[src/rtl/afom_ram.sv]
// Generic single-clock RAM: one write port, one read port, registered read.
// No dependencies.
module afom_ram #(
    parameter int WIDTH = 1,
    parameter int DEPTH = 1024,
    localparam int AW = (DEPTH > 1) ? $clog2(DEPTH) : 1
) (
    input  logic             i_clk,
    input  logic             i_we,
    input  logic [AW-1:0]    i_waddr,
    input  logic [WIDTH-1:0] i_wdata,
    input  logic [AW-1:0]    i_raddr,
    output logic [WIDTH-1:0] o_rdata
);

    logic [WIDTH-1:0] r_mem [DEPTH];
    logic [WIDTH-1:0] r_rdata;

    always_ff @(posedge i_clk) begin
        if (i_we) begin
            r_mem[i_waddr] <= i_wdata;
        end
        r_rdata <= r_mem[i_raddr];
    end

    assign o_rdata = r_rdata;

endmodule

[config.mk]
export PLATFORM = sky130hd
export DESIGN_NAME = afom_ram
export DESIGN_NICKNAME = d
export VERILOG_FILES = /design/src/rtl/afom_ram.sv
export SDC_FILE = /design/constraint.sdc
export NUM_CORES = 1
export LEC_CHECK = 0
export BUFFER_PORTS_ARGS = -buffer_cell sky130_fd_sc_hd__buf_4
export CELL_PAD_IN_SITES_DETAIL_PLACEMENT = 1
export CELL_PAD_IN_SITES_GLOBAL_PLACEMENT = 1
export CORE_ASPECT_RATIO = 0.5
export CORE_UTILIZATION = 30
export CTS_CLUSTER_DIAMETER = 60
export DETAILED_ROUTE_END_ITERATION = 7
export PLACE_DENSITY = 0.52
export SYNTH_ARGS = -nofsm -noshare
export SYNTH_HDL_FRONTEND = slang
export SYNTH_SLANG_ARGS = --single-unit
[constraint.sdc]
create_clock -name i_clk -period 4.1 [get_ports i_clk]
set_clock_uncertainty 0.1 [all_clocks]
set_input_delay 0.205 -clock i_clk [delete_from_list [all_inputs] [get_ports i_clk]]
set_output_delay 0.205 -clock i_clk [all_outputs]
set_load 0.02 [all_outputs]
# Word-level counts from Yosys, hierarchy flattened
# Memory sizes are Yosys's and may differ from the RTL's. A register that Yosys moved wholly into a read port is not among the register bits.
# Cells that the tools add are included.
totals:
  ff_bits: 0
  ram_bits: 1024
  memories: 1
  word_cells: 3
  output_inout_bits: 1
  input_bits: 23
op_classes:
  mux: 2
mem_list:
  columns: ["name", "depth", "word_bits", "rd", "rd_clocked_by_memory_dff", "wr", "line_no", "source"]
  rows:
  - ["r_mem", 1024, 1, 1, 1, 1, "16", "logic [WIDTH-1:0] r_mem [DEPTH];"]
ops:
  columns: ["op", "n"]
  rows:
  - ["1-bit two-way mux", 2]

# Logic depth before layout (Yosys ltp)
logic_depth:
  depth_word: 2
  ltp_mapped: 15

# Worst setup path before layout
# OpenSTA, ideal clock, no wires.
synth_path:
  kind: "input port to flip-flop"
  from: "in i_raddr[0]"
  to: "reg r_rdata (netlist: o_rdata), read port of r_mem"
  arrival_ns: 2.342
  setup_slack_ns: 1.521
  cell_stages: 10
  path_cell_list: "buf_6 buf_12 buf_12 buf_2 mux4_2 mux4_2 a211oi_1 nor2_1 o311ai_1 o2111ai_1"
synth_rtl:
  columns: ["element", "line_no", "source"]
  rows:
  - ["start: declaration", "12", "input logic [AW-1:0] i_raddr,"]
  - ["end: declaration", "17", "logic [WIDTH-1:0] r_rdata;"]

==> results.ini <==
[global_route]
gr-total-overflow = 0
grt_max_degree = 163
grt_pass1_wl_mm = 213
grt_usage_pct = 20.0
antenna_found_initial = 8
grt_pass1_vias = 28258

[cells_and_area]
nets = 3125
area_delta_synth_final_pct = 13.8
seqCellArea_mm2 = 0.0308
multi_input_area_mm2 = 0.0126
post-route-util_pct = 34.6
drive_above_1_share_pct = 17.3
fillers = 15216

[setup_path]
required_ns = 4.66
critPathBufInv = 5
slowest_delay_ns = 0.66
crit_family = buffers and inverters
crit_path_start_kind = primary input
path_cells = buf_8 -> buf_12 -> buf_12 -> buf_12 -> mux2i_1 -> o221ai_1 -> a21oi_1 -> nor3_1 -> nor3_1 -> nor3_1 -> a32oi_1 -> o2111ai_1 -> dlygate4sd3_1
cp.arrival_ns = 4.13
crit_type = primary input to flip-flop
crit_path_end_kind = flip-flop
path_max_fanout = 43
cp_slowest_cell = nor3_1

[drt]
routed_wl_mm = 151
highest_layer = met4
route.vias.total = 27271
remaining_drc_errors = 0
firstDrtPassIters = 5
wl_met1_mm = 70.1
routedWlPerCell_um = 29.2
met2WireLength_mm = 68.6
drt_iter0_drc = 2822
antenna_left = 0
avgViaCountPerCell = 5.29
met3_length_mm = 8.62

[clock_tree]
clk-insertion-delay-late_ns = 0.72
path_clk_slew_ns = 0.07
clock_sink_count = 1025
cts_buffer_depth = 3
cts_tree = done
numCtsBuffers = 105
htree_levels = 3
cts_setup_buffers = 0
ctsRootBufferMaster = clkbuf_16

[logic_synthesis]
synth_area_leader_cell = edfxtp_1
synth_edf_count = 1024
yosys_register_bits = 1025
synth_seq_area_share_pct = 68.9
synth_warnings = 0
synthCells = 3112
avgSynthCellArea_um2 = 14.3
synth_area_leaders = edfxtp_1 (69%), mux4_2 (10%), nor2_1 (8.7%)
synth.distinct_cells = 56
ys_top_cells_by_count = nor2_1 (1036), edfxtp_1 (1024), mux4_2 (200)
synth_top_area_share_pct = 68.9
ys.flop_type = edfxtp_1
syn-num-nets = 3135
synthArstFlopShare_pct = 0
netlist_area_mm2 = 0.0447
synth.most_common_cell = nor2_1

[sta]
drv_slew = 0
hold_violations = 0
max_freq_mhz = 280
rsz0062_at_grt = false
finalCritPeriodShare_pct = 87.0
setup-violations-final = 0
maxSlewHeadroom_pct = 21.7
tightest_slew_ns = 1.17
hold_slack_ns = 0.223
fin_setup_tns_ns = 0
fin_crit_ns = 3.57

[min_path]
min_path_type = primary input to flip-flop

[floorplan]
die_h_um = 275
start_util_pct = 30.4
die_area_mm2 = 0.150
io_pins = 24
dieWidth_um = 548
core-area_mm2 = 0.147
std_cell_rows = 99

[status]
status = complete, no violations

[power_and_ir_drop]
leakagePower_nw = 15.0
power_density_mw_per_mm2 = 438
vdd_drop_max_mv = 0.357

[placement]
portBuffers = 23
dp_hpwl_mm = 83.1
place_congestion = 0.771

[job]
cap_violations = 0

-- worst reg2reg max path: stages (launching register included) --
cell and delay [ns]:
edfxtp_1 0.38, mux4_2 0.46, mux4_2 0.52, mux2i_1 0.36, o21ai_0 0.30, nor2_1 0.19
nor3_1 0.08, nor4_1 0.29, o2111ai_1 0.13, dlygate4sd3_1 0.57
-- cell families after synthesis --
logic type,count (synthesis),share of synthesized area [%]
mux,340,13.7
buf+inv,309,3.30
simple gates,1260,11.2
flops,1025,68.9
compound gates,178,2.83
-- registers in the layout, summed over array words and instances, names as in the netlist --
| register | cells |
|---|---|
| r_mem | 1024 |
| o_rdata | 1 |
-- what timing repair did --
item,4_1_cts,5_1_grt
hold endpoints to repair,106,0
gates resized for setup,0,0
hold buffers,11,0
-- layout make-up --
type,instances,share of cell area [%]
antenna,2,0.00985
clock buffer,134,5.43
clock inverter,58,0.933
inverter,6,0.0443
multi-input combinational,1778,24.7
sequential,1025,60.6
tap,1969,4.85
timing repair buffer,186,3.46
-- metal layers --
layer	vias to the layer above	GRT usage, %
met4	0	5.05
li1	11493	-
met3	189	3.00
met5	-	0
met2	755	31.6
met1	14834	28.9
-- per-stage QoR --
step | instances | power (mW) | instance area, µm² | setup slack, ns
5_1_grt | 5157 | 22.9 | 50800 | 0.193
2_1_floorplan | 3112 | 12.4 | 44700 | 1.52
4_1_cts | 5156 | 22.5 | 50800 | 0.555
6_report | 5158 | 22.3 | 50800 | 0.531
3_3_place_gp | 4953 | 13.0 | 47500 | -0.450
3_5_place_dp | 4953 | 13.0 | 47500 | 0.326
-- cell usage in the layout (no fill, tap or decap), types with 7 or more instances in the layout --
cell type / instances
a21oi_1: 37
a22oi_1: 17
buf_12: 25
buf_4: 147
bufinv_16: 8
clkbuf_1: 28
clkbuf_16: 106
clkinv_1: 30
clkinv_2: 16
dlygate4sd3_1: 11
edfxtp_1: 1024
mux2i_1: 123
mux4_1: 14
mux4_2: 200
nand2_1: 80
nand2b_1: 7
nand3_1: 13
nand3_2: 24
nand4_1: 10
nor2_1: 1036
nor2b_1: 10
nor3_1: 37
nor3b_1: 8
o21ai_0: 11
o221ai_1: 49
o22ai_1: 28
-- path summary, 6_finish.rpt --
kind              startpoint   endpoint  depth (start not counted)  slack, ns
setup / recovery  i_raddr[0]    o_rdata                         13       0.53
hold reg to reg   r_mem[226]    o_rdata                          6       1.50
hold / removal    i_waddr[5]  r_mem[79]                          4       0.22
setup reg to reg  r_mem[272]    o_rdata                          9       0.61
-- power by group --
group | internal [mW] | switching (mW) | total, mW
sequential | 11.5 | 0.00637 | 11.5
clock | 5.23 | 4.21 | 9.43
combinational | 0.428 | 0.865 | 1.29
No activity file was read; power rests on OpenSTA's default activity.
